File: config.mk
export PLATFORM = sky130hd
export DESIGN_NAME = psu_predict
export DESIGN_NICKNAME = d
export VERILOG_FILES = /design/src/psu_pkg.sv /design/src/psu_predict.sv
export SDC_FILE = /design/constraint.sdc
export NUM_CORES = 1
export LEC_CHECK = 0
export BUFFER_PORTS_ARGS = -buffer_cell sky130_fd_sc_hd__buf_4
export CAP_MARGIN = 0
export CORE_MARGIN = 8
export CORE_UTILIZATION = 50
export DETAILED_ROUTE_END_ITERATION = 16
export PLACE_DENSITY = 0.73
export SLEW_MARGIN = 20
export SYNTH_ARGS = -nofsm -noshare
export SYNTH_HDL_FRONTEND = slang
export SYNTH_SLANG_ARGS = --single-unit
File: constraint.sdc
create_clock -name vclk -period 21.5
set_clock_uncertainty 0.05 [all_clocks]
set_input_delay 4.3 -clock vclk [all_inputs]
set_output_delay 4.3 -clock vclk [all_outputs]
set_load 0.005 [all_outputs]
File: src/psu_pkg.sv
// ----------------------------------------------------------------------------
// psu_pkg
// Shared types and constants for the scanline unfilter block.
// ----------------------------------------------------------------------------
package psu_pkg;

    localparam int FT_W    = 3;
    localparam int BYTE_W  = 8;
    localparam int BPP_W   = 4;
    localparam int LEN_W   = 13;
    localparam int CFG_W   = 13;
    localparam int CFG_IDX_W = 1;

    // Filter type codes
    localparam logic [FT_W-1:0] FT_NONE  = 3'd0;
    localparam logic [FT_W-1:0] FT_SUB   = 3'd1;
    localparam logic [FT_W-1:0] FT_UP    = 3'd2;
    localparam logic [FT_W-1:0] FT_AVG   = 3'd3;
    localparam logic [FT_W-1:0] FT_PAETH = 3'd4;

    // Configuration register indexes
    localparam logic [CFG_IDX_W-1:0] CFG_BPP = 1'd0;
    localparam logic [CFG_IDX_W-1:0] CFG_LEN = 1'd1;

    localparam logic [BPP_W-1:0] BPP_RESET = 4'd1;
    localparam logic [LEN_W-1:0] LEN_RESET = 13'd4096;

    typedef struct packed {
        logic [FT_W-1:0]   filter_type;
        logic [BYTE_W-1:0] filtered_byte;
        logic              first_row;
    } psu_in_item_t;

    typedef struct packed {
        logic [BYTE_W-1:0] raw_byte;
        logic              end_of_line;
    } psu_out_item_t;

    // Item held in the reconstruct stage while the line store read completes
    typedef struct packed {
        logic [FT_W-1:0]   filter_type;
        logic [BYTE_W-1:0] filtered_byte;
        logic              first_row;
        logic              has_left;
        logic              end_of_line;
    } psu_stage_t;

endpackage

File: src/psu_predict.sv
// ----------------------------------------------------------------------------
// psu_predict
// Filter predictor and reconstruction add for one byte.
// ----------------------------------------------------------------------------
module psu_predict
    import psu_pkg::*;
(
    input  psu_stage_t        stage,
    input  logic [BYTE_W-1:0] left,
    input  logic [BYTE_W-1:0] above,
    input  logic [BYTE_W-1:0] upper_left,
    output logic [BYTE_W-1:0] raw
);

    logic [BYTE_W:0]   avg_sum;
    logic [BYTE_W-1:0] pa;
    logic [BYTE_W-1:0] pb;
    logic [BYTE_W+1:0] ab_sum;
    logic [BYTE_W+1:0] c_dbl;
    logic [BYTE_W+1:0] pc;
    logic [BYTE_W-1:0] paeth;
    logic [BYTE_W-1:0] pred;

    // Paeth distances: |p-a| = |b-c|, |p-b| = |a-c|, |p-c| = |a+b-2c|
    always_comb
    begin
        pa     = (above > upper_left) ? above - upper_left : upper_left - above;
        pb     = (left > upper_left) ? left - upper_left : upper_left - left;
        ab_sum = {2'b00, left} + {2'b00, above};
        c_dbl  = {1'b0, upper_left, 1'b0};
        pc     = (ab_sum > c_dbl) ? ab_sum - c_dbl : c_dbl - ab_sum;

        if (({2'b00, pa} <= {2'b00, pb}) && ({2'b00, pa} <= pc))
        begin
            paeth = left;
        end
        else if ({2'b00, pb} <= pc)
        begin
            paeth = above;
        end
        else
        begin
            paeth = upper_left;
        end
    end

    always_comb
    begin
        avg_sum = {1'b0, left} + {1'b0, above};
        case (stage.filter_type)
            FT_SUB:   pred = left;
            FT_UP:    pred = above;
            FT_AVG:   pred = avg_sum[BYTE_W:1];
            FT_PAETH: pred = paeth;
            default:  pred = '0;
        endcase
        raw = stage.filtered_byte + pred;
    end

endmodule

* Yosys cells after proc, flatten, opt, wreduce, memory -nomap -nowiden
Cells that the tools add are included.
** Storage, ports and cells
- Bits in registers :: 0
- Input port bits :: 38
- Output and inout bits :: 8
- Word-level logic and storage cells :: 26
** Operators by class
- $add $sub $neg :: 9
- Magnitude comparators :: 6
- Eq/ne operators :: 4
- Multiplexer cells :: 6
- Reductions and logical operators :: 1
** Operator list (count)
- $mux 8 :: 4
- $pmux 8 s4 :: 1
- $sub 8x8->8 :: 4
- $le 8x10->1 :: 2
- $sub 9x9->10 :: 2
- $add 8x8->9 :: 2
- $gt 8x8->1 :: 2
- $mux 10 :: 1
- $gt 9x9->1 :: 1
- $add 8x8->8 :: 1
- $le 8x8->1 :: 1
- $eq 3x2->1 const B :: 2
- $eq 3x1->1 const B :: 1
- $eq 3x3->1 const B :: 1
- $logic_and 1x1->1 :: 1

* Logic depth before layout (Yosys ltp)
- Word-level depth :: 8
- Mapped depth :: 41
- Mapped depth without buffers :: 38

* Worst setup path before layout
No wires, ideal clock.
- Path kind :: input port to output port
- Start point :: input left[1]
- End point :: output raw[7]
- Arrival :: 11.294 ns
- Data required time :: 17.150 ns
- Path slack :: 5.856 ns
- Cell stages on the path :: 40
- Path buffers :: 3
- Cells stage by stage :: ha_1 > a21o_1 > a21oi_1 > o21bai_1 > a21oi_1 > o21bai_1 > a21oi_1 > xor2_1 > inv_1 > ha_1 > buf_2 > a21o_2 > a211o_2 > o31a_4 > nand2_1 > buf_1 > nor2_1 > a21oi_1 > [... 4 more ...] > a2111oi_0 > a21oi_1 > a211oi_1 > or2_2 > buf_4 > nand2_1 > a31o_2 > ha_1 > a21o_1 > a21oi_1 > o21bai_1 > a21oi_1 > o21ai_0 > xor2_1 > nand3b_1 > a2bb2oi_1 > a211oi_1 > nand3_1
** Between the ends
- Longest elaborated chain between the ends :: 8
- Elaborated cells between the ends (all ways) :: 18
- Those cells by class :: add/sub (7); order compare (5); mux (5); reduce/logical (1)
** Ends and longest elaborated chain
- start, declared :: line psu_predict.sv:9 : input logic [BYTE_W-1:0] left,
- $add 8x8->9 :: line psu_predict.sv:29, psu_predict.sv:49
- $sub 9x9->10 / $gt 9x9->1 (equally long branches) :: line psu_predict.sv:31 : pc = (ab_sum > c_dbl) ? ab_sum - c_dbl : c_dbl - ab_sum;
- $mux 10 :: line psu_predict.sv:31
- $le 8x10->1, on equally long branches :: line psu_predict.sv:37, psu_predict.sv:33
- $mux 8 / $logic_and 1x1->1 (equally long branches) :: line psu_predict.sv:37, psu_predict.sv:33
- $mux 8 :: line psu_predict.sv:33 : if (({2'b00, pa} <= {2'b00, pb}) && ({2'b00, pa} <= pc))
- $pmux 8 s4 * :: line psu_predict.sv:50 : case (stage.filter_type)
- $add 8x8->8 * :: line psu_predict.sv:57 : raw = stage.filtered_byte + pred;
- end, declared :: line psu_predict.sv:12 : output logic [BYTE_W-1:0] raw
Every way passes the cells marked *; elsewhere a longest branch is shown, timed or not.

* Final worst setup path
Same ends and word-level chain as after synthesis.

==> impl_metrics.yaml <==
run_status:
  status: "completed"
route:
  via_count: 3585
  wl_mm: 10.2
  drtIter0Drc: 211
  firstDrtPassIters: 4
  antenna_left: 0
  avgViaCountPerCell: 5.83
  avgRoutedWirePerCell_um: 16.7
  drt_drc_violations_left: 0
clocking:
  cts_resized: 0
  hold_buffers: 0
  post_cts_buffers: 0
final_layout:
  layout.cell_area.non_filler_sq_um: 4050
  antenna_cells: 0
  drive_gt1_share_pct: 14.3
  clkbuf_count: 0
  final_nets: 646
  nFillCells: 689
  register_area_sq_um: 0
  design.seq.count: 0
  area_growth_pct: 10.9
sta:
  setup_violations: 0
  hold_ws_ns: 8.86
  slew_viol_final: 0
  period_share_pct: 79.7
  relSlewSlack_pct: 47.3
  fmax_mhz: 58.4
  fin_setup_tns_ns: 0
  grt_setup_unrepaired: "no"
  tightest_slew_ns: 0.785
  hold_violations: 0
  period_minus_slack_ns: 17.13
  setup_slack_ns: 4.37
power_and_ir_drop:
  p_sw_mw: 0.159
  pwr-share-seq_pct: 0
  p_leak_nw: 2.01
  swShare_pct: 57.7
  p_clk_share_pct: 0
  comb_power_share_pct: 100.0
  p_int_mw: 0.117
  power.density_nw_per_um2: 68.3
  peakVddDrop_uv: 32.7
placed_design:
  place_area_sq_um: 4040
  routabilityCongestion: 0.914
  port_buffers: 43
  pre_cts_slack_ns: 4.38
  hpwlAfterDp_mm: 8.83
worst_setup_path:
  start_kind: "primary input"
  cp_slowest_cell: "a2111oi_0"
  critical_path_arrival_ns: 12.78
  critPathBufInv: 3
  cp_top_family: "compound AO/OA/AOI/OAI gates"
  crit_path_end_kind: "output pin"
  required_ns: 17.15
  critPathMaxFanout: 12
  crit_top_cell: "a21oi_1"
  crit_path_max_incr_delay_ns: 0.60
  path_class: "in -> out"
die:
  fp.coreArea_sq_um: 7180
  die-area_sq_um: 10300
  initial_utilization_pct: 50.8
  die_x_um: 101
  pin_count: 46
  fp-row-count: 31
  fp.dieH_um: 101
hold_path:
  hold_class: "in -> out"
synth:
  synth.net_count: 612
  yosysWarnings: 0
  synth_area_per_cell_sq_um: 7.54
  synth_cells: 484
  netlist-cell-type-count: 66
  synth_seq_area_share_pct: 0
  syn_area_sq_um: 3650
global_route:
  grt_max_degree: 18
  first_global_vias: 3454
  overflow: 0
  grt_pass1_wl_mm: 16.6
  grt_usage_pct: 19.6
  antenna_found_initial: 0
run:
  maxCapViolations: 0
power groups by stage:
stage,Clock [mW],Combinational [mW],Sequential [mW]
after floorplan,0,0.201,0
after global placement,0,0.261,0
after detailed placement,0,0.268,0
after CTS,0,0.270,0
after global routing,0,0.307,0
final,0,0.276,0
cells in the final DEF (no fill, tap or decap), types with 12 or more instances in the layout:
cell type / count
ha_1: 82
inv_1: 59
a21oi_1: 49
buf_4: 43
o21ai_0: 28
nand2_1: 25
xnor2_1: 20
nor2_1: 19
mux2i_1: 13
nand3_1: 12
a21o_1: 12
kinds of logic (layout without fill, tap and decap cells):
family	Yosys count	in the layout	synth area share, %
compound gates	169	169	31.5
buf+inv	70	102	7.82
fa+ha+maj	90	90	32.5
simple gates	104	104	14.9
xor+xnor	29	29	6.96
mux	22	22	6.35
metrics by stage:
step | instances | util, % | power, mW
global placement | 615 | 56.3 | 0.261
global route | 615 | 56.4 | 0.307
CTS | 615 | 56.3 | 0.270
finish | 615 | 56.4 | 0.276
floorplan | 484 | - | 0.201
detailed placement | 615 | 56.3 | 0.268
per-layer routing:
layer / share of wire, % / track usage [%] / vias to the layer above
met5: 0 / 0 / -
met4: 0.88 / 2.29 / 0
met3: 4.5 / 0.825 / 4
met2: 46 / 32.5 / 97
met1: 49 / 27.8 / 1635
li1: - / - / 1849
Yosys cell counts, types with 5 or more instances:
cell / n / area (sq um)
a211oi_1: 5 / 37.5
a21o_1: 12 / 90.1
a21oi_1: 49 / 245
a22oi_1: 7 / 52.6
clkbuf_1: 6 / 22.5
fa_1: 8 / 160
ha_1: 82 / 1030
inv_1: 59 / 221
mux2_2: 9 / 101
mux2i_1: 13 / 130
nand2_1: 25 / 93.8
nand3_1: 12 / 60.1
nand4_1: 8 / 50.1
nor2_1: 19 / 71.3
nor2b_1: 6 / 37.5
nor3_1: 7 / 35.0
o211ai_1: 5 / 37.5
o21a_1: 8 / 60.1
o21ai_0: 28 / 140
o21bai_1: 7 / 52.6
o2bb2ai_1: 6 / 52.6
o311ai_0: 8 / 70.1
xnor2_1: 20 / 175
xor2_1: 9 / 78.8
cell type report:
type / instances / area [sq um] / area share (%)
multi-input combinational: 414 / 3380 / 83.5
inverter: 59 / 221 / 5.47
timing repair buffer: 43 / 323 / 7.98
tap: 99 / 124 / 3.06
worst paths after layout:
path / endpoint / start / cells after the start
max: raw[7] / left[1] / 39
min: raw[0] / stage[3] / 3
Power figures use the tool's default switching activity.
