[config.mk]
export PLATFORM = sky130hd
export DESIGN_NAME = psu_history
export DESIGN_NICKNAME = d
export VERILOG_FILES = /design/src/psu_pkg.sv /design/src/psu_history.sv
export SDC_FILE = /design/constraint.sdc
export NUM_CORES = 1
export LEC_CHECK = 0
export BUFFER_PORTS_ARGS = -buffer_cell sky130_fd_sc_hd__buf_4
export CORE_MARGIN = 2
export CORE_UTILIZATION = 35
export CTS_CLUSTER_SIZE = 14
export DETAILED_ROUTE_END_ITERATION = 8
export GPL_ROUTABILITY_DRIVEN = 0
export GPL_TIMING_DRIVEN = 0
export PLACE_DENSITY = 0.58
export SLEW_MARGIN = 10
export SYNTH_ARGS = -nofsm -noshare
export SYNTH_HDL_FRONTEND = slang
export SYNTH_SLANG_ARGS = --single-unit
[constraint.sdc]
create_clock -name clk -period 5.42 [get_ports clk]
set_clock_uncertainty 0.2 [all_clocks]
set_input_delay 1.084 -clock clk [delete_from_list [all_inputs] [get_ports clk]]
set_output_delay 1.084 -clock clk [all_outputs]
set_load 0.01 [all_outputs]
[src/psu_pkg.sv]
// ----------------------------------------------------------------------------
// psu_pkg
// Shared types and constants for the scanline unfilter block.
// ----------------------------------------------------------------------------
package psu_pkg;

    localparam int FT_W    = 3;
    localparam int BYTE_W  = 8;
    localparam int BPP_W   = 4;
    localparam int LEN_W   = 13;
    localparam int CFG_W   = 13;
    localparam int CFG_IDX_W = 1;

    // Filter type codes
    localparam logic [FT_W-1:0] FT_NONE  = 3'd0;
    localparam logic [FT_W-1:0] FT_SUB   = 3'd1;
    localparam logic [FT_W-1:0] FT_UP    = 3'd2;
    localparam logic [FT_W-1:0] FT_AVG   = 3'd3;
    localparam logic [FT_W-1:0] FT_PAETH = 3'd4;

    // Configuration register indexes
    localparam logic [CFG_IDX_W-1:0] CFG_BPP = 1'd0;
    localparam logic [CFG_IDX_W-1:0] CFG_LEN = 1'd1;

    localparam logic [BPP_W-1:0] BPP_RESET = 4'd1;
    localparam logic [LEN_W-1:0] LEN_RESET = 13'd4096;

    typedef struct packed {
        logic [FT_W-1:0]   filter_type;
        logic [BYTE_W-1:0] filtered_byte;
        logic              first_row;
    } psu_in_item_t;

    typedef struct packed {
        logic [BYTE_W-1:0] raw_byte;
        logic              end_of_line;
    } psu_out_item_t;

    // Item held in the reconstruct stage while the line store read completes
    typedef struct packed {
        logic [FT_W-1:0]   filter_type;
        logic [BYTE_W-1:0] filtered_byte;
        logic              first_row;
        logic              has_left;
        logic              end_of_line;
    } psu_stage_t;

endpackage

[src/psu_history.sv]
// ----------------------------------------------------------------------------
// psu_history
// Shift lines of the last reconstructed bytes and the last above bytes,
// tapped one pixel back for the left and upper-left terms.
// ----------------------------------------------------------------------------
module psu_history
    import psu_pkg::*;
#(
    parameter int DEPTH = 8,
    localparam int IW = (DEPTH > 1) ? $clog2(DEPTH) : 1
)
(
    input  logic              clk,
    input  logic              rst_n,
    input  logic              shift,
    input  logic [BYTE_W-1:0] raw_in,
    input  logic [BYTE_W-1:0] above_in,
    input  logic [IW-1:0]     tap,
    input  logic              has_left,
    input  logic              first_row,
    output logic [BYTE_W-1:0] left,
    output logic [BYTE_W-1:0] upper_left
);

    logic [BYTE_W-1:0] left_reg [DEPTH];
    logic [BYTE_W-1:0] ul_reg   [DEPTH];

    always_ff @(posedge clk or negedge rst_n)
    begin
        if (!rst_n)
        begin
            for (int i = 0; i < DEPTH; i++)
            begin
                left_reg[i] <= '0;
                ul_reg[i]   <= '0;
            end
        end
        else if (shift)
        begin
            left_reg[0] <= raw_in;
            ul_reg[0]   <= above_in;
            for (int i = 1; i < DEPTH; i++)
            begin
                left_reg[i] <= left_reg[i-1];
                ul_reg[i]   <= ul_reg[i-1];
            end
        end
    end

    assign left       = has_left ? left_reg[tap] : '0;
    assign upper_left = (has_left && !first_row) ? ul_reg[tap] : '0;

endmodule

======== Yosys cells after proc, flatten, opt, wreduce, memory -nomap -nowiden ========
Index checks and enable logic that the tools add are counted.
cells by class
  add/sub/neg operators ................... 0
  multipliers ............................. 0
  divide/modulo/power cells ............... 0
  magnitude comparators ................... 1
  eq/ne operators ......................... 0
  shift operators ......................... 0
  multiplexer cells ....................... 8
  bitwise gates (word level) .............. 1
  reduce and logical (&&, ||, !) cells .... 2
operators by type and width
  kind                                                      number
  8-bit binary-select mux with 3-bit select                 2
  8-bit 2-to-1 mux                                          6
  4-bit greater-or-equal comparator, second input constant  1
  3-bit NOT with 4-bit output                               1
  1-bit logical AND                                         1
  1-bit logical NOT                                         1
storage, ports and cells
  bits in registers ....................... 128
  latch bits .............................. 0
  RAM bits ................................ 0
  bits in read-only memories .............. 0
  input port bits ......................... 24
  output and inout port bits .............. 16
  logic and storage cells ................. 28
  memories kept ........................... 0

======== Logic depth before layout (Yosys ltp) ========
Gate-level depths: netlist of the first run.
  depth after elaboration ................. 5
  mapped depth ............................ 6
  mapped depth without buffers ............ 3

======== Worst setup path before layout of the first run ========
OpenSTA, ideal clock, no wires.
  path kind ............................... input to output
  start point ............................. in tap[1]
  end point ............................... out upper_left[3]
  arrival time ............................ 2.073 ns
  data required time ...................... 4.136 ns
  path slack .............................. 2.063 ns
  stages .................................. 6
  path buffers ............................ 3
  cells stage by stage .................... buf_6 -> buf_8 -> buf_8 -> mux2i_1 -> a22o_1 -> nor3_1
between the ends
  cells in the longest elaborated chain, start to end .. 5
RTL lines
  what                                                 RTL line           RTL
  start, declared                                      psu_history.sv:18  input logic [IW-1:0] tap,
  3-bit NOT with 4-bit output (implied by the code)    psu_history.sv:51  assign upper_left = (has_left && !first_row) ? ul_reg[tap] : '0;
  8-bit binary-select mux with 3-bit select            psu_history.sv:51
  8-bit 2-to-1 mux (implied by the code) (2 in a row)  psu_history.sv:51
  8-bit 2-to-1 mux                                     psu_history.sv:51
  end, declared                                        psu_history.sv:22  output logic [BYTE_W-1:0] upper_left
Every way passes these cells. The select of a mux whose other input is x is not followed.

======== Worst setup path in the final report of the first run ========
  start point ............................. in tap[0]
  end point ............................... out upper_left[5]
The elaborated chain is that of the path after synthesis.

==> qor.csv, run 1 <==
metric;value;unit
status;completed;
GRT Util Overall;15.41;%
routing usage on met2;25.94;%
die width;133.2;um
Reg area;0.003203;sq mm
static leakage;0.003100;uW
final period utilization;72.35;%
CTS root buf;clkbuf_16;
Die Ht;133.2;um
Synth Cell Area;0.005842;sq mm
Post-CTS Hold Fix Bufs;0;
antenna diode count;0;
Core Region;0.01647;sq mm
CP max FO;10;
most instantiated cells after synthesis;dfrtp_1, mux2_2, mux2i_1, a22o_1, buf_2;
vias;3392;
detailed-placement wirelength estimate;8.365;mm
post-synthesis sequential area ratio;54.83;%
Slew @ Worst Pin;0.6836;ns
clock share of power;39.0;%
EDFF count, synth;0;
Post-Synthesis Mean Instance Area;15.50;sq um
Internal;2393;uW
worst min-delay path category;reg2reg;
Synth Instances;377;
power share of the combinational group;17.2;%
Seq pwr share;43.8;%
Clock transition at path regs;0.05;ns
initial core utilization;35.48;%
Post-CTS Resized;0;
H-tree depth;4;
area of the multi-input gates;0.002456;sq mm
syn nets;401;
Final setup viols;0;
met3 usage;4.262;%
Placement Cell Area;0.006426;sq mm
clock sink count;128;
vias in the first global route;3726;
routed length per instance;19.04;um
P&R area growth vs syn;21.12;%
I/O Buffers;37;
largest area contributor in the netlist;dfrtp_1;
pre-CTS setup slack;1.499;ns
GR Overflow Total;0;
full die area;0.01774;sq mm
Req. time, crit path;4.14;ns
Max clock buf depth;2;
CTS tree;done;
Slew Viols, Final;0;
WL final;12.68;mm
relative slew slack;54.26;%
busiest grt layer;met2;
# DRC;0;
Synth warnings;0;
crit path launch type;input port;
CP Class;in2out;
critical path arrival;2.64;ns
Critical Path Sink Type;primary output;
filler instances;1484;
max cap viols;0;
Peak VDD IR;262.9;uV
first-pass GRT wire length;20.40;mm
sw frac;24.84;%
final design utilization;42.97;%
CTS buffer count;17;
Net Switching;790.8;uW
drt via density;5.093;
synth top area cells;dfrtp_1, mux2_2, mux2i_1, mux4_2, a22o_1;
Unique masters post-synth;19;
RSZ-0062 raised after global routing;false;
Pre-Repair DR Iteration Count;4;
register bit total from synthesis;128;
Primary FF master, synth;dfrtp_1;
share of post-route cells with drive strength above 1;51.57;%
Final Hold Viols;0;
Final ANT Viol Nets;0;
Starting DRT DRC Count;180;
largest net degree at the start of global routing;91;
Fmax;255.0;MHz
row count;47;
Post-CTS Setup Inserts;0;
met1 Use GR;19.45;%
setup TNS;0;ns
async set or reset register ratio after synthesis;100.0;%
Final Non-Filler Cells;666;
min setup slack post-route;1.499;ns
Final Cell Area;0.007076;sq mm
post-synth top area share;54.83;%
IO Pins;40;
NumNets Final;458;
Tmin final;3.921;ns
Placed Cells;635;
initial antenna violation count;0;
pwr/cell area;449.9;mW/mm^2
Skew-Pair Late Insertion Delay;0.42;ns
## path summary, 6_finish.rpt
check	from	end	slack [ns]	cells after the start
min	left_reg[7]	left_reg[7]	0.31	1
max reg2reg	ul_reg[33]	ul_reg[33]	4.42	1
min in group asynchronous	rst_n	ul_reg[51]	0.38	1
max in group asynchronous	rst_n	left_reg[3]	3.89	2
min reg2reg	left_reg[7]	left_reg[7]	0.31	1
max	tap[0]	upper_left[5]	1.50	7
## logic make-up after synthesis
logic type,count (synthesis),share of synthesized area (%)
mux,184,37.95
flops,128,54.83
buf+inv,28,3.127
simple gates,21,1.692
compound gates,16,2.399
## metrics by stage
step           hold WS (ns)  total power (uW)
6_report             0.3127              3183
3_3_place_gp         0.2882              1922
4_1_cts              0.3128              3217
2_1_floorplan        0.2724              1766
5_1_grt              0.3282              3341
3_5_place_dp         0.2988              1963
## per-layer routing
layer	part of all wire, %	up-vias
li1	-	1528
met3	3.1	17
met4	1.2	0
met2	51	56
met5	0	-
met1	45	1791
## power by group through the flow
stage / Sequential [uW] / Combinational (uW) / Clock (uW)
floorplan: 1340 / 427 / 0
detailed placement: 1410 / 555 / 0
global route: 1430 / 601 / 1310
CTS: 1390 / 558 / 1270
global placement: 1390 / 532 / 0
finish: 1390 / 546 / 1240
## placed cells by master, fill, tap and decap left out
master | synthesis | layout
mux4_1 | 4 | 4
buf_4 | 1 | 37
clkbuf_8 | 0 | 5
buf_1 | 3 | 3
nor2_1 | 9 | 9
buf_12 | 1 | 1
buf_6 | 2 | 3
clkbuf_1 | 2 | 3
clkbuf_16 | 0 | 17
mux4_2 | 12 | 12
mux2i_1 | 40 | 40
nor3_1 | 8 | 8
mux2_2 | 128 | 128
buf_2 | 16 | 16
dfrtp_1 | 128 | 128
inv_1 | 1 | 1
buf_8 | 2 | 2
nor2b_1 | 2 | 2
and2_1 | 1 | 1
a22o_1 | 16 | 16
clkinvlp_4 | 0 | 3
clkinv_4 | 0 | 1
buf_16 | 0 | 1
bufinv_16 | 0 | 4
nand2b_1 | 1 | 1
## worst max-delay path, cell delays in order
cell,delay [ns]
buf_4,0.13
buf_2,0.24
nor2b_1,0.18
clkbuf_1,0.24
a22o_1,0.30
nor3_1,0.28
buf_4,0.19
## area by class of cell
class	instances	area share (%)
Tap cell	220	3.890
Buffer	27	2.529
Sequential cell	128	45.27
Inverter	1	0.05305
Clock inverter	8	2.140
Timing Repair Buffer	38	4.368
Multi-Input combinational cell	221	34.71
Clock buffer	23	7.038
No activity file was read; power rests on OpenSTA's default activity.
==> run 2: changes to the inputs <==
- ABC_AREA: default -> 1
- PLACE_DENSITY: 0.58 -> 0.6
- clock period: 5.42 -> 3.42 ns (I/O delays scaled with it)
==> qor.csv, run 2 <==
metric;value;unit;change
Final setup viols;0;;unchanged
Tmin final;2.819;ns;
Net Switching;1165;uW;+47%
Post-CTS Resized;0;;unchanged
EDFF count, synth;0;;unchanged
GR Overflow Total;0;;unchanged
Synth Cell Area;0.006262;sq mm;+7.2%
Reg area;0.003203;sq mm;unchanged
post-synthesis sequential area ratio;51.15;%;-3.7 points
Slew @ Worst Pin;0.7387;ns;+0.05508 ns
pwr/cell area;587.5;mW/mm^2;+31%
Internal;3233;uW;+35%
first-pass GRT wire length;26.68;mm;+31%
async set or reset register ratio after synthesis;100.0;%;unchanged
CTS tree;done;;
Fmax;354.8;MHz;
die width;137.8;um;+3.4%
CTS buffer count;17;;unchanged
clock sink count;128;;unchanged
Primary FF master, synth;dfrtp_1;;
Critical Path Sink Type;primary output;;
worst min-delay path category;in2async;;
Slew Viols, Final;0;;unchanged
largest net degree at the start of global routing;79;;-13%
Clock transition at path regs;0.06;ns;about the same
initial core utilization;35.96;%;+0.48 points
P&R area growth vs syn;19.54;%;
status;completed;;
commonest cells after routing, fill and taps aside;nand2_1, inv_1, dfrtp_1;;
filler instances;1780;;+20%
Post-Synthesis Mean Instance Area;7.455;sq um;-52%
GRT Util Overall;18.47;%;+3.1 points
final period utilization;82.42;%;
Post-CTS Hold Fix Bufs;0;;unchanged
Seq pwr share;41.3;%;-2.5 points
CP max FO;10;;unchanged
Pre-Repair DR Iteration Count;5;;+1
row count;48;;+2.1%
most instantiated cells after synthesis;nand2_1, inv_1, dfrtp_1, o21ai_0, nand3_1;;
setup TNS;0;ns;unchanged
CTS root buf;clkbuf_16;;
detailed-placement wirelength estimate;11.48;mm;+37%
largest area contributor in the netlist;dfrtp_1;;
Req. time, crit path;2.54;ns;-1.60 ns
area of the multi-input gates;0.002246;sq mm;-8.6%
Unique masters post-synth;14;;-5
CP Class;in2out;;
Max clock buf depth;2;;unchanged
vias in the first global route;5036;;+35%
H-tree depth;4;;unchanged
pre-CTS setup slack;0.6409;ns;-0.8580 ns
# DRC;0;;unchanged
share of post-route cells with drive strength above 1;11.66;%;-40 points
min setup slack post-route;0.6013;ns;-0.8973 ns
Synth Instances;840;;+120%
most common cell in the netlist;nand2_1;;
Peak VDD IR;304.7;uV;+16%
Final Hold Viols;0;;unchanged
vias;5379;;+59%
Post-CTS Setup Inserts;0;;unchanged
I/O Buffers;36;;-2.7%
Starting DRT DRC Count;458;;+150%
power share of the combinational group;14.5;%;-2.7 points
synth top area cells;dfrtp_1, nand2_1, o21ai_0, inv_1, nand3_1;;
static leakage;0.003837;uW;+24%
syn nets;864;;+120%
initial antenna violation count;0;;unchanged
Core Region;0.01742;sq mm;+5.8%
sw frac;26.50;%;+1.7 points
Final ANT Viol Nets;0;;unchanged
critical path arrival;1.93;ns;-0.71 ns
antenna diode count;0;;unchanged
RSZ-0062 raised after global routing;false;;
commonest non-fill, non-tap cell in the layout;nand2_1;;
drt via density;4.743;;-6.9%
NumNets Final;920;;+100%
full die area;0.01898;sq mm;+7.0%
Skew-Pair Late Insertion Delay;0.42;ns;about the same
register bit total from synthesis;128;;unchanged
IO Pins;40;;unchanged
max cap viols;0;;unchanged
WL final;16.28;mm;+28%
post-synth top area share;51.15;%;-3.7 points
relative slew slack;50.75;%;-3.5 points
Die Ht;137.8;um;+3.4%
clock share of power;44.2;%;+5.2 points
crit path launch type;input port;;
Synth warnings;0;;unchanged
routed length per instance;14.36;um;-25%
-- run 2: per-layer routing --
metal  wire (um)  vias to the layer above  global-route usage [%]
li1            -                     2688                       -
met4         301                        0                   6.349
met2        7643                      143                   29.38
met3         677                       28                   3.458
met5           0                        -                       0
met1        7661                     2520                   25.32
-- run 2: power by group through the flow --
| stage | clock network [uW] | logic, uW | registers (uW) |
|---|---|---|---|
| final | 1950 | 637 | 1820 |
| after global routing | 2050 | 742 | 1840 |
| after CTS | 1980 | 641 | 1810 |
| after detailed placement | 0 | 636 | 1840 |
| after global placement | 0 | 625 | 1830 |
| after floorplan | 0 | 430 | 1810 |
-- run 2: kinds of logic (layout without fill, tap and decap cells) --
| logic type | count (synthesis) | count (layout) | synth area share, % |
|---|---|---|---|
| AO/OA/AOI/OAI | 128 | 128 | 10.23 |
| buffers and inverters | 183 | 252 | 12.99 |
| flip-flops | 128 | 128 | 51.15 |
| AND/OR/NAND/NOR | 401 | 401 | 25.63 |
-- run 2: stage by stage --
stage,util [%],cell area [sq um],power [uW],cells,hold slack [ns]
floorplan,-,6262,2244,840,0.1884
global placement,39.12,6814,2455,1101,0.2548
detailed placement,39.30,6845,2473,1102,0.2613
CTS,42.98,7486,4432,1134,0.1277
global route,42.98,7486,4628,1134,0.1472
finish,42.98,7486,4398,1134,0.08741
-- run 2: path summary, 6_finish.rpt --
check,slack (ns),to,cells past startpoint,from
worst max-delay path,0.60,left[0],8,tap[1]
worst min-delay path,0.09,ul_reg[57],1,rst_n
worst max register to register,2.52,ul_reg[24],2,ul_reg[32]
worst min register to register,0.27,ul_reg[23],2,ul_reg[31]
max in group asynchronous,2.22,left_reg[11],2,rst_n
min in group clk,0.27,left_reg[60],3,raw_in[4]
-- run 2: critical path: stages --
cell and delay, ns:
buf_2 0.16, inv_1 0.22, buf_6 0.18, nand3_1 0.11, nand2_1 0.08, nor2_1 0.05
nor2_1 0.26, buf_4 0.18
-- run 2: area by class of cell --
type | count | share of cell area [%]
Sequential cell | 128 | 42.79
Clock buffer | 22 | 6.468
Timing Repair Buffer | 37 | 4.028
Multi-Input combinational cell | 529 | 30.00
Buffer | 52 | 4.295
Inverter | 131 | 6.569
Clock inverter | 10 | 2.089
Tap cell | 225 | 3.761
==> run 3: changes to the inputs <==
- PLACE_DENSITY: 0.6 -> 0.58
- clock period: 3.42 -> 2.94 ns (I/O delays scaled with it)
==> qor.csv, run 3 (same netlist as run 2, synthesis figures left out) <==
metric;value;unit;change
Starting DRT DRC Count;492;;+7.4%
largest net degree at the start of global routing;67;;-15%
status;completed;;
Die Ht;137.8;um;unchanged
Skew-Pair Late Insertion Delay;0.42;ns;about the same
filler instances;1803;;+1.3%
pwr/cell area;670.9;mW/mm^2;+14%
GRT Util Overall;18.98;%;+0.51 points
Core Region;0.01742;sq mm;unchanged
Reg area;0.003203;sq mm;unchanged
detailed-placement wirelength estimate;11.58;mm;+0.83%
I/O Buffers;36;;unchanged
initial antenna violation count;0;;unchanged
Req. time, crit path;2.15;ns;-0.39 ns
area of the multi-input gates;0.002246;sq mm;unchanged
full die area;0.01898;sq mm;unchanged
relative slew slack;60.18;%;+9.4 points
routed length per instance;14.49;um;+0.92%
Critical Path Sink Type;primary output;;
Peak VDD IR;407.9;uV;+34%
Final Power;5011;uW;+14%
CTS buffer count;17;;unchanged
critical path arrival;1.78;ns;-0.15 ns
RSZ-0062 raised after global routing;false;;
IO Pins;40;;unchanged
Max clock buf depth;2;;unchanged
Final setup viols;0;;unchanged
NumNets Final;921;;+0.11%
drt via density;4.709;;-0.73%
Post-CTS Resized;0;;unchanged
clock sink count;128;;unchanged
vias in the first global route;5138;;+2.0%
min setup slack post-route;0.3729;ns;-0.2284 ns
setup TNS;0;ns;unchanged
die width;137.8;um;unchanged
Fmax;389.5;MHz;
# DRC;0;;unchanged
CTS root buf;clkbuf_16;;
row count;48;;unchanged
met1 Use GR;26.61;%;+1.3 points
Reg-to-Reg Start;ul_reg[38];;
Critical Path Source;tap[0];;
routing usage on met2;30.24;%;+0.86 points
Final ANT Viol Nets;0;;unchanged
Final Hold Viols;0;;unchanged
share of post-route cells with drive strength above 1;11.44;%;-0.22 points
GR Overflow Total;0;;unchanged
Tmin final;2.567;ns;
first-pass GRT wire length;27.41;mm;+2.7%
worst min-delay path category;in2reg;;
r2r setup slk;2.03;ns;-0.49 ns
CTS tree;done;;
Clock transition at path regs;0.05;ns;about the same
met3 usage;3.716;%;+0.26 points
Slew Viols, Final;0;;unchanged
Slew @ Worst Pin;0.5973;ns;-0.1414 ns
final period utilization;87.32;%;
crit path launch type;input port;;
hold slack;0.1782;ns;+0.09078 ns
CP Class;in2out;;
CP max FO;10;;unchanged
WL final;16.43;mm;+0.92%
static leakage;0.003831;uW;-0.16%
commonest cells after routing, fill and taps aside;nand2_1, inv_1, dfrtp_1;;
commonest non-fill, non-tap cell in the layout;nand2_1;;
busiest grt layer;met2;;
pre-CTS setup slack;0.3259;ns;-0.3150 ns
cell count of the worst reg-to-reg path;2;;unchanged
antenna diode count;0;;unchanged
H-tree depth;4;;unchanged
crit path to;left[6];;
Pre-Repair DR Iteration Count;7;;+2
max cap viols;0;;unchanged
P&R area growth vs syn;19.26;%;
vias;5340;;-0.73%
initial core utilization;35.96;%;unchanged
R2R Path End;ul_reg[30];;
## run 3: through the flow
stage,cell area [sq um],instances,util (%)
after floorplan,6262,840,-
after global placement,6814,1101,39.12
after detailed placement,6845,1102,39.30
after CTS,7468,1134,42.88
after global routing,7468,1134,42.88
final,7468,1134,42.88
## run 3: timing repair
item                                   CTS  global route
buffers inserted                         0             0
hold buffers                             1             0
setup endpoints to repair                0             0
endpoints found under the hold margin   62             0
## run 3: layout make-up
class	instances	share of cell area, %
sequential	128	42.89
multi-input combinational	529	30.07
clock buffer	27	7.271
inverter	131	6.584
buffer	52	4.306
timing repair buffer	38	4.172
tap	225	3.769
clock inverter	4	0.9382
## run 3: how the worst min path moves through the flow
stage | end | startpoint | slack (ns) | cells past startpoint
6_report | left_reg[59] | raw_in[3] | 0.18 | 3
5_1_grt | ul_reg[57] | above_in[1] | 0.19 | 3
4_1_cts | left_reg[59] | raw_in[3] | 0.17 | 3
3_5_place_dp | ul_reg[43] | ul_reg[51] | 0.26 | 2
3_3_place_gp | ul_reg[51] | ul_reg[59] | 0.25 | 2
2_1_floorplan | left_reg[0] | rst_n | 0.09 | 0
## run 3: critical path, cell delays in order
cell and delay (ns):
buf_4 0.12, inv_2 0.15, buf_2 0.34, nand2_1 0.10, nand3_1 0.10, nand2_1 0.07
nor2_1 0.09, nor2_1 0.08, buf_4 0.14
## run 3: where the power goes
part	internal, uW	total (uW)	leakage (uW)	switching, uW
clock network	1420	2160	0.000305	735
logic	260	743	0.00189	483
registers	2000	2110	0.00163	112
## run 3: routing by layer
metal	routed length (um)	part of all wire, %
met1	7716	47
met2	7811	48
met3	730	4.4
met4	174	1.1
met5	0	0
